===== src/hdl/psg_pkg.sv =====
// shared types, constants and mod-251 arithmetic for the share generator
// used by psg_cell and polynomial_share_generator_gf251; no dependencies
`default_nettype none

package psg_pkg;

  // default sizes handed to the top level parameters
  localparam int unsigned MAX_SHARES_DEF    = 16;
  localparam int unsigned MAX_THRESHOLD_DEF = 16;

  // field arithmetic
  localparam int unsigned GF_PRIME = 251;
  localparam int unsigned GF_FOLD  = 5;    // 256 mod 251

  // configuration port
  localparam int unsigned CFG_WIDTH     = 5;
  localparam int unsigned CFG_IDX_WIDTH = 2;
  localparam logic [CFG_IDX_WIDTH-1:0] REG_THRESHOLD   = 2'd0;
  localparam logic [CFG_IDX_WIDTH-1:0] REG_SHARE_COUNT = 2'd1;
  localparam logic [CFG_WIDTH-1:0]     THRESHOLD_RESET   = 5'd2;
  localparam logic [CFG_WIDTH-1:0]     SHARE_COUNT_RESET = 5'd2;
  localparam int unsigned MIN_THRESHOLD = 2;
  localparam int unsigned MIN_SHARES    = 2;

  // sequencer states
  typedef enum logic [1:0] {
    ST_IDLE,
    ST_UPDATE,
    ST_BURST
  } psg_state_t;

  // control handed to every cell of the row
  typedef struct packed {
    logic mul;        // latch products for a new coefficient
    logic upd;        // fold products into sum and power
    logic grp_end;    // group done: power returns to one
    logic shift;      // move sums one cell toward the output
    logic clear;      // burst done: sums return to zero
  } psg_ctrl_t;

  // reduce any 16-bit value mod 251 by folding the high byte twice
  function automatic logic [7:0] gf_reduce(input logic [15:0] v);
    logic [10:0] t1;
    logic [8:0]  t2;
    t1 = 11'(v[15:8]) * 11'(GF_FOLD) + 11'(v[7:0]);
    t2 = 9'(t1[10:8]) * 9'(GF_FOLD) + 9'(t1[7:0]);
    if (t2 >= 9'(GF_PRIME)) begin
      t2 = t2 - 9'(GF_PRIME);
    end
    return t2[7:0];
  endfunction

  // sum of two residues mod 251
  function automatic logic [7:0] gf_add(input logic [7:0] a, input logic [7:0] b);
    logic [8:0] s;
    s = 9'(a) + 9'(b);
    if (s >= 9'(GF_PRIME)) begin
      s = s - 9'(GF_PRIME);
    end
    return s[7:0];
  endfunction

endpackage

`default_nettype wire


===== src/hdl/psg_cell.sv =====
// one evaluation point: running sum and power of x, mod 251
// depends on psg_pkg for control struct and field arithmetic
`default_nettype none

module psg_cell
  import psg_pkg::*;
#(
  parameter int unsigned X = 1
) (
  input  wire logic      clk,
  input  wire logic      rst,
  input  wire psg_ctrl_t ctrl,
  input  wire logic [7:0] coef,
  input  wire logic [7:0] sum_in,
  output logic      [7:0] sum_out
);

  logic [7:0]  sum;
  logic [7:0]  power;
  logic [15:0] coef_prod;
  logic [15:0] power_prod;

  // products for the coefficient being taken in
  always_ff @(posedge clk) begin
    if (ctrl.mul) begin
      coef_prod  <= 16'(coef) * 16'(power);
      power_prod <= 16'(power) * 16'(X);
    end
  end

  // accumulate, shift toward the output, or clear
  always_ff @(posedge clk) begin
    if (rst) begin
      sum   <= 8'd0;
      power <= 8'd1;
    end else if (ctrl.clear) begin
      sum <= 8'd0;
    end else if (ctrl.shift) begin
      sum <= sum_in;
    end else if (ctrl.upd) begin
      sum   <= gf_add(sum, gf_reduce(coef_prod));
      power <= ctrl.grp_end ? 8'd1 : gf_reduce(power_prod);
    end
  end

  assign sum_out = sum;

endmodule

`default_nettype wire


===== config.mk =====
export PLATFORM = sky130hd
export DESIGN_NAME = psg_cell
export DESIGN_NICKNAME = d
export VERILOG_FILES = /design/src/hdl/psg_pkg.sv /design/src/hdl/psg_cell.sv
export SDC_FILE = /design/constraint.sdc
export NUM_CORES = 1
export LEC_CHECK = 0
export BUFFER_PORTS_ARGS = -buffer_cell sky130_fd_sc_hd__buf_2
export CORE_MARGIN = 2
export CORE_UTILIZATION = 45
export CTS_CLUSTER_DIAMETER = 150
export DETAILED_ROUTE_END_ITERATION = 10
export GPL_ROUTABILITY_DRIVEN = 0
export PLACE_DENSITY = 0.65
export SETUP_SLACK_MARGIN = 0.2
export SYNTH_ARGS = -nofsm -noshare
export SYNTH_HDL_FRONTEND = slang
export SYNTH_SLANG_ARGS = --single-unit
export TNS_END_PERCENT = 1

===== constraint.sdc =====
create_clock -name clk -period 7.7 [get_ports clk]
set_input_delay 0 -clock clk [delete_from_list [all_inputs] [get_ports clk]]
set_output_delay 0 -clock clk [all_outputs]
set_load 0.02 [all_outputs]

== After elaboration in Yosys (flattened, before gate mapping) ==
Index checks and enable logic that the tools add are counted.
Cells by class
  $lt $le $gt $ge: 3
  reduce and logical (&&, ||, !) cells: 3
  $add $sub $neg: 6
  multiplexer cells: 10
  bitwise logic cells: 2
  multipliers: 3
Operators with widths (number)
  $mux W8: 10
  $sub A8 B8 Y8 const B: 3
  $ge A9 B8 Y1 const B: 2
  $mul A8 B8 Y16: 1
  $add A11 B8 Y11: 1
  $mul A8 B3 Y11 const B: 1
  $add A6 B8 Y9: 1
  $add A8 B8 Y9: 1
  $ge A8 B8 Y1 const B: 1
  $mul A3 B3 Y6 const B: 1
  $reduce_and A3 Y1: 1
  $not A1 Y1: 2
  $reduce_bool A2 Y1: 1
  $reduce_or A2 Y1: 1
Storage, ports and cells
  bits in registers: 40
  logic and storage cells: 31
  output and inout bits: 8
  input bits: 23

== Longest topological paths before layout ==
Gate-level depths: netlist of the first run.
  depth after elaboration: 15
  gate-level depth with buffers: 34
  mapped depth without buffers: 34

== Worst setup path before layout of the first run ==
Ideal clock, no wire load.
  path kind: register to register
  from: reg coef_prod[9]
  to: reg sum[7] (netlist: sum_out[7])
  path slack: 0.384 ns
  buffers on the path: 0
  clock period less this slack: 7.316 ns
  cell stages (with the launch flop): 30
  arrival: 7.249 ns
  cells stage by stage: edfxtp_1 -> ha_1 -> fa_1 -> ha_1 -> a21o_1 -> a211oi_2 -> o21ai_0 -> a21oi_1 -> nor2b_1 -> o21ai_0 -> nand2b_1 -> ha_1 -> ha_1 -> fa_1 -> a21o_1 -> a21oi_1 -> xnor2_1 -> o2111ai_1 -> maj3_2 -> nor3_4 -> mux2_2 -> ha_1 -> a21oi_2 -> o21bai_1 -> xor2_1 -> and2_1 -> and3_1 -> mux2_1 -> a211o_1 -> a21oi_2
Between the ends
  cells in the longest elaborated chain, start to end: 15
  elaborated cells between the ends (all ways): 17
Ends and longest elaborated chain
  from (decl): RTL line psg_cell.sv:20  | logic [15:0] coef_prod;
  from (signal assigned): RTL line psg_cell.sv:26  | coef_prod <= 16'(coef) * 16'(power);
  $mul A8 B3 Y11 (*): RTL line psg_pkg.sv:45  | t1 = 11'(v[15:8]) * 11'(GF_FOLD) + 11'(v[7:0]);
  $add A11 B8 Y11 (*): RTL line psg_pkg.sv:45
  $mul A3 B3 Y6: RTL line psg_pkg.sv:46  | t2 = 9'(t1[10:8]) * 9'(GF_FOLD) + 9'(t1[7:0]);
  $add A6 B8 Y9 (*): RTL line psg_pkg.sv:46
  $sub A8 B8 Y8 / $ge A9 B8 Y1 (equally long branches): RTL line psg_pkg.sv:48, psg_pkg.sv:47
  $mux W8 (*): RTL line psg_pkg.sv:47  | if (t2 >= 9'(GF_PRIME)) begin
  $mux W8 (*): RTL line psg_cell.sv:40  | end else if (ctrl.upd) begin
  $mux W8 (*): RTL line psg_cell.sv:38  | end else if (ctrl.shift) begin
  $mux W8 (*): RTL line psg_cell.sv:36  | end else if (ctrl.clear) begin
  $mux W8 (*): RTL line psg_cell.sv:33  | if (rst) begin
  $add A8 B8 Y9 (*): RTL line psg_pkg.sv:56  | s = 9'(a) + 9'(b);
  $sub A8 B8 Y8 / $ge A9 B8 Y1 (equally long branches): RTL line psg_pkg.sv:58, psg_pkg.sv:57
  $mux W8 (*): RTL line psg_pkg.sv:57  | if (s >= 9'(GF_PRIME)) begin
  $mux W8 (*): RTL line psg_cell.sv:40
  $mux W8 (*): RTL line psg_cell.sv:38
  to (signal assigned): RTL line psg_cell.sv:39  | sum <= sum_in;
  to (signal assigned): RTL line psg_cell.sv:41  | sum <= gf_add(sum, gf_reduce(coef_prod));
  to (decl): RTL line psg_cell.sv:18  | logic [7:0] sum;
Every way passes the cells marked *; elsewhere a longest branch is shown, timed or not. The select of a mux whose other input is x is not followed.
A chain may end at the register's enable or synchronous reset.

== Final worst setup path of the first run ==
  from: reg coef_prod[11]
  to: reg sum[5] (netlist: sum_out[5])
Same word-level chain as after synthesis.

==> results of run 1 <==
==> layout make-up <==
type / instances / area, um2 / share of cell area
Multi-Input combinational cell: 426 / 4160 / 0.674
Sequential cell: 40 / 1040 / 0.169
Timing Repair Buffer: 53 / 330 / 0.0535
Inverter: 77 / 289 / 0.0469
Tap cell: 143 / 179 / 0.0290
Clock buffer: 5 / 125 / 0.0203
Clock inverter: 3 / 46.3 / 0.00751
==> layer usage <==
layer	vias to the layer above	track usage
met5	-	0
met4	0	0.0444
met3	17	0.0191
met2	64	0.307
met1	1920	0.234
li1	1964	-
==> worst max-delay path, delay by kind of cell, from the launching register on <==
family                   cells  cell delay [ns]
multiplexers                 1             0.31
buffers and inverters        2             0.29
XOR/XNOR                     3             0.54
AND/OR/NAND/NOR              5             0.77
flip-flops                   1             0.44
AO/OA/AOI/OAI               12             2.21
adder cells (fa/ha/maj)      8             2.58
==> report_power, final <==
part	internal, mW	switching (mW)
registers	0.244	0.0163
clock network	0.154	0.0883
logic	0.768	0.867
total	1.17	0.971
==> placed cells by master, fill, tap and decap left out, types with 12 or more instances in the layout <==
cell type	Yosys	routed
dfxtp_1	16	16
nor3_1	12	12
a21oi_1	23	21
inv_1	76	74
ha_4	0	12
fa_1	45	43
nand2_1	42	41
buf_2	0	30
and2_1	44	44
ha_1	77	64
xnor2_1	22	18
edfxtp_1	24	24
a21o_1	12	12
buf_4	0	20
nor2_1	26	26
==> sequential cells by signal (all words and copies together) (netlist names) <==
signal      count
coef_prod      16
power           8
power_prod      8
sum_out         8
==> what timing repair did <==
item / 4_1_cts / 5_1_grt
hold buffers: 3 / 0
setup endpoints to repair: 8 / 8
setup buffers: 7 / 10
gates resized for setup: 13 / 37
hold endpoints to repair: 4 / 0
pin swaps: 15 / 37
==> worst min path at each step <==
stage	cells after the start	slack, ns	startpoint	end
after floorplan	0	0.11	ctrl[4]	coef_prod[0]
after global placement	3	0.27	sum_in[2]	sum_out[2]
after detailed placement	3	0.27	sum_in[2]	sum_out[2]
after CTS	3	0.003	sum_in[3]	sum_out[3]
after global routing	3	0.03	sum_in[3]	sum_out[3]
final	3	-0.0004	sum_in[3]	sum_out[3]
==> per-stage QoR <==
stage,setup WS (ns),instance area [um2],util,std cells
2_1_floorplan,0.384,5230,-,551
3_3_place_gp,0.161,5550,0.488,719
3_5_place_dp,-0.0381,5550,0.488,719
4_1_cts,0.210,5890,0.518,737
5_1_grt,0.117,6170,0.543,747
6_report,0.430,6170,0.543,747
==> cells by family (layout without fill, tap and decap cells) <==
logic type	Yosys count	count (layout)
and+or+nand+nor	172	172
adders and majority gates	123	123
AOI/OAI and AO/OA	91	91
buffers and inverters	85	138
DFF	40	40
xor gates and xnor gates	33	33
muxes	7	7
==> metrics.md, run 1 <==
| Metric | Value |
|---|---|
| Minimum clock period | `7.27 ns` |
| Detailed Route Iter0 Violations | `169` |
| Mux share of post-synthesis cell area | `0.0141` |
| Power per cell area | `346 mW/mm2` |
| Synth top area cells | `ha_1 18%, fa_1 17%, edfxtp_1 14%` |
| Ys Warns | `0` |
| Maximum vdd drop | `0.391 mV` |
| Net Count, Synth | `696` |
| CTS Buffer Depth | `2` |
| Largest net degree at the start of global routing | `25` |
| Adder-Cell Fraction of Synth Area | `0.359` |
| Met3 WL post-DR | `281 um` |
| Routed wire length | `10900 um` |
| Worst-margin pin slew | `0.605 ns` |
| Number of flops mapped to enable cells by yosys | `24` |
| Status | `finished, violations left` |
| ANT cells | `0` |
| Max-slew headroom | `0.596` |
| Clock sinks | `40` |
| Clock transition at the registers of the reported paths | `about 0.06 ns` |
| First-pass GRT wire length | `18300 um` |
| # nets final | `748` |
| Share of cells above drive strength 1 | `0.195` |
| TritonCTS clock tree | `done` |
| DR top layer | `met4` |
| CTS buffer count | `5` |
| Number of primary I/O pins | `31` |
| Crit start category | `register` |
| Vias in the first global route | `3979` |
| Yosys reg bits | `40` |
| CTS H-tree depth | `2` |
| Post-synthesis cell type count | `between 60 and 70` |
| Yosys top cell area share | `0.184` |
| Fin. max-slew vios | `0` |
| Crit end category | `register` |
| Drt wl/cell | `14.6 um` |
| Fill count | `1022` |
| Die width | `about 110 um` |
| Detailed-route via count | `between 3000 and 4000` |
| Largest family of logic cells by synthesized area | `adder cells` |
| Synth Cell Area | `between 0.005 and 0.006 mm2` |
| HP Class | `in2reg` |
| Simple-gate share of the synthesized area | `0.177` |
| Cell taking the most area after synthesis | `ha_1` |
| Slowest stage cell, crit path | `fa_1` |
| Top-count cell post-synth | `ha_1` |
| RSZ-0062 raised after global routing | `yes` |
| Clock latency on the worst-skew pair | `between 0.2 and 0.3 ns` |
| Worst r2r path cells | `31` |
| Fmax | `between 0.1 and 0.15 GHz` |
| Total power | `about 2.1 mW` |
| Tcrit/Tclk final | `0.944` |
| XOR/XNOR Fraction of Synth Area | `0.0603` |
| FF-to-FF End | `sum_out[5]` |
| Syn Inst Count | `551` |
| Clk root buf | `clkbuf_16` |
| Synth cell count leaders | `77 x ha_1, 76 x inv_1, 45 x fa_1, 44 x and2_1, 42 x nand2_1` |
| Final hold viol count | `1` |
| WP data required | `between 7 and 8 ns` |
| Crit path max fanout | `6` |
| Critical path's largest stage delay | `0.55 ns` |
| Synthesis-to-layout area growth | `18.0%` |
| Via-to-Cell Ratio | `5.31` |
| DIE AREA | `0.0125 mm2` |
| Sequential share of the synthesized area | `0.199` |
| Post-synth top flop | `edfxtp_1` |
| Drt first pass iters | `4` |
| Clk_skew | `0.00929 ns` |
| Metal1 wirelength | `about 5000 um` |
| Max-cap violation count | `0` |
| Port bufs | `30` |
| Flop2flop setup slack | `around 0.43 ns` |
| Lkg Pwr | `2.93 nW` |
| Ys async rst share | `0` |
| Global Route Usage Sum | `0.176` |
| Setup CP Type | `reg2reg` |
| Core area | `0.0114 mm2` |
| Worst hold slack | `-0.000372 ns` |
| Critical R2R Launch | `coef_prod[11]` |
| Row cnt | `39` |
| Post-synthesis compound-gate area fraction | `0.130` |
| Worst setup path endpoint | `sum_out[5]` |
| Arrival @ worst endpoint | `approximately 7.4 ns` |
| Average cell area after synthesis | `around 9.5 um2` |
| Post-route ant nets | `0` |
| Total global routing overflow | `0` |
| Setup TNS Final | `0 ns` |
| Starting density of the core | `0.460` |
| CP dominant cell by count | `ha_4` |
| # setup viols final | `0` |
| Met2 WL | `5510 um` |
| Post-route DRC | `0` |
| Failing checks | `negative hold slack` |
| Antenna violations before repair | `0` |
| Post-DP HPWL | `8650 um` |
| Die Height | `112 um` |
| Critical path origin | `coef_prod[11]` |
Power figures use the tool's default switching activity.
==> run 2, diff against run 1 <==
- BUFFER_PORTS_ARGS: -buffer_cell sky130_fd_sc_hd__buf_2 -> default
- DONT_BUFFER_PORTS: default -> 1
- PLACE_DENSITY: 0.65 -> 0.61
- REMOVE_ABC_BUFFERS: default -> 1
- clock period: 7.7 -> 7.9 ns (I/O delays scaled with it)
==> metrics.md, run 2 (same netlist as run 1, synthesis figures left out) <==
| Metric | Value |
|---|---|
| Status | `finished, final reports clean` |
| Antenna violations before repair | `0` |
| Tcrit/Tclk final | `0.941` |
| Starting density of the core | `0.460` |
| Arrival @ worst endpoint | `7.60 ns` |
| CTS H-tree depth | `2` |
| CTS Buffer Depth | `2` |
| RSZ-0062 raised after global routing | `no` |
| Leading cell type in the layout, fill and taps excluded | `inv_1` |
| Largest register FFs | `16` |
| Clock latency on the worst-skew pair | `0.29 ns` |
| DIE AREA | `0.0125 mm2` |
| Clk root buf | `clkbuf_16` |
| Most flops, register | `coef_prod` |
| Slowest stage cell, crit path | `fa_1` |
| Crit end category | `register` |
| Clock transition at the registers of the reported paths | `0.06 ns` |
| Minimum clock period | `7.43 ns` |
| Setup WS post-layout | `~0.47 ns` |
| Row cnt | `39` |
| # setup viols final | `0` |
| Synthesis-to-layout area growth | `12.7%` |
| Critical path's largest stage delay | `0.55 ns` |
| HP Class | `in2reg` |
| Cell family contributing the most delay on the critical path | `adder cells` |
| Max-slew headroom | `0.291` |
| Post-DP HPWL | `about 8600 um` |
| Share of cells above drive strength 1 | `0.109` |
| WP data required | `8.07 ns` |
| Core area | `between 0.01 and 0.015 mm2` |
| Number of primary I/O pins | `31` |
| Post-route DRC | `0` |
| Die Height | `112 um` |
| Pre-CTS setup slack | `0.0578 ns` |
| Port bufs | `0` |
| Max-cap violation count | `0` |
| Maximum vdd drop | `0.381 mV` |
| Detailed-route via count | `3817` |
| Crit start category | `register` |
| CTS buffer count | `5` |
| Die width | `between 100 and 150 um` |
| Largest net degree at the start of global routing | `25` |
| Crit path max fanout | `6` |
| Drt wl/cell | `14.8 um` |
| Post-route ant nets | `0` |
| Most frequent cells in the layout | `76 x inv_1, 73 x ha_1, 44 x and2_1, 44 x fa_1, 41 x nand2_1` |
| ANT cells | `0` |
| Fin. max-slew vios | `0` |
| Setup CP Type | `reg2reg` |
| Vias in the first global route | `3814` |
| First-pass GRT wire length | `18100 um` |
| Routed wire length | `between 10000 and 15000 um` |
| Worst path bufs/invs | `4` |
| Drt first pass iters | `4` |
| TritonCTS clock tree | `done` |
| Final hold viol count | `0` |
| Setup TNS Final | `0 ns` |
| Global Route Usage Sum | `0.177` |
| Total global routing overflow | `0` |
| Worst-margin pin slew | `1.06 ns` |
| Clk_skew | `0.00613 ns` |
| CP dominant cell by count | `ha_1` |
| Fmax | `0.135 GHz` |
| Clock sinks | `40` |
| Power per cell area | `318 mW/mm2` |
| Lkg Pwr | `between 2 and 3 nW` |
| Via-to-Cell Ratio | `5.29` |
| Detailed Route Iter0 Violations | `143` |
| # nets final | `723` |
run 2: power breakdown:
group	internal (mW)	total, mW	switching (mW)	leakage [nW]
clock network	0.137	0.222	0.0851	0.0786
logic	0.633	1.39	0.757	2.36
registers	0.238	0.263	0.0254	0.370
total	1.01	1.88	0.867	2.80
run 2: tightest hold or removal path: cells and delay by family:
family             cells  cell delay [ns]
and+or+nand+nor        1             0.05
AOI/OAI and AO/OA      2             0.21
run 2: cell type report:
cell class              count  area, um2
well taps                 143        179
fillers                  1035       5480
flip-flops and latches     40       1040
clock inverters             2       16.3
multi-input cells         426       3970
clock buffers               6        150
repair buffers             28        250
inverters                  77        289
run 2: metrics by stage:
step | power [mW] | hold slack [ns] | std cells | cell area (um2) | util
CTS | 1.75 | 0.00733 | 716 | 5760 | 0.507
global placement | 1.45 | 0.0720 | 688 | 5390 | 0.474
floorplan | 1.23 | 0.0691 | 543 | 5200 | -
detailed placement | 1.47 | 0.0736 | 688 | 5390 | 0.474
global route | 2.03 | 0.0349 | 722 | 5890 | 0.518
finish | 1.88 | 0.0149 | 722 | 5890 | 0.518
run 2: what timing repair did:
action | CTS | global route
pin swaps | 4 | 12
hold buffers | 16 | 0
endpoints found under the hold margin | 41 | 0
resized for setup | 3 | 20
setup endpoints to repair | 7 | 8
setup buffers | 4 | 6
run 2: worst paths after layout:
| kind | start | end | slack [ns] | cells after the start |
|---|---|---|---|---|
| worst min register to register | power_prod[3] | power[3] | 0.52 | 2 |
| worst max-delay path | coef_prod[11] | sum_out[2] | 0.47 | 31 |
| worst min-delay path | ctrl[2] | power[3] | 0.01 | 3 |
| worst max register to register | coef_prod[11] | sum_out[2] | 0.47 | 31 |
run 2: metal layers:
layer | global-route usage | routed length (um) | part of all wire
met3 | 0.0245 | 358 | 0.033
met5 | 0 | 0 | 0
met2 | 0.302 | 5350 | 0.50
met1 | 0.242 | 4910 | 0.46
met4 | 0.0362 | 74 | 0.0069
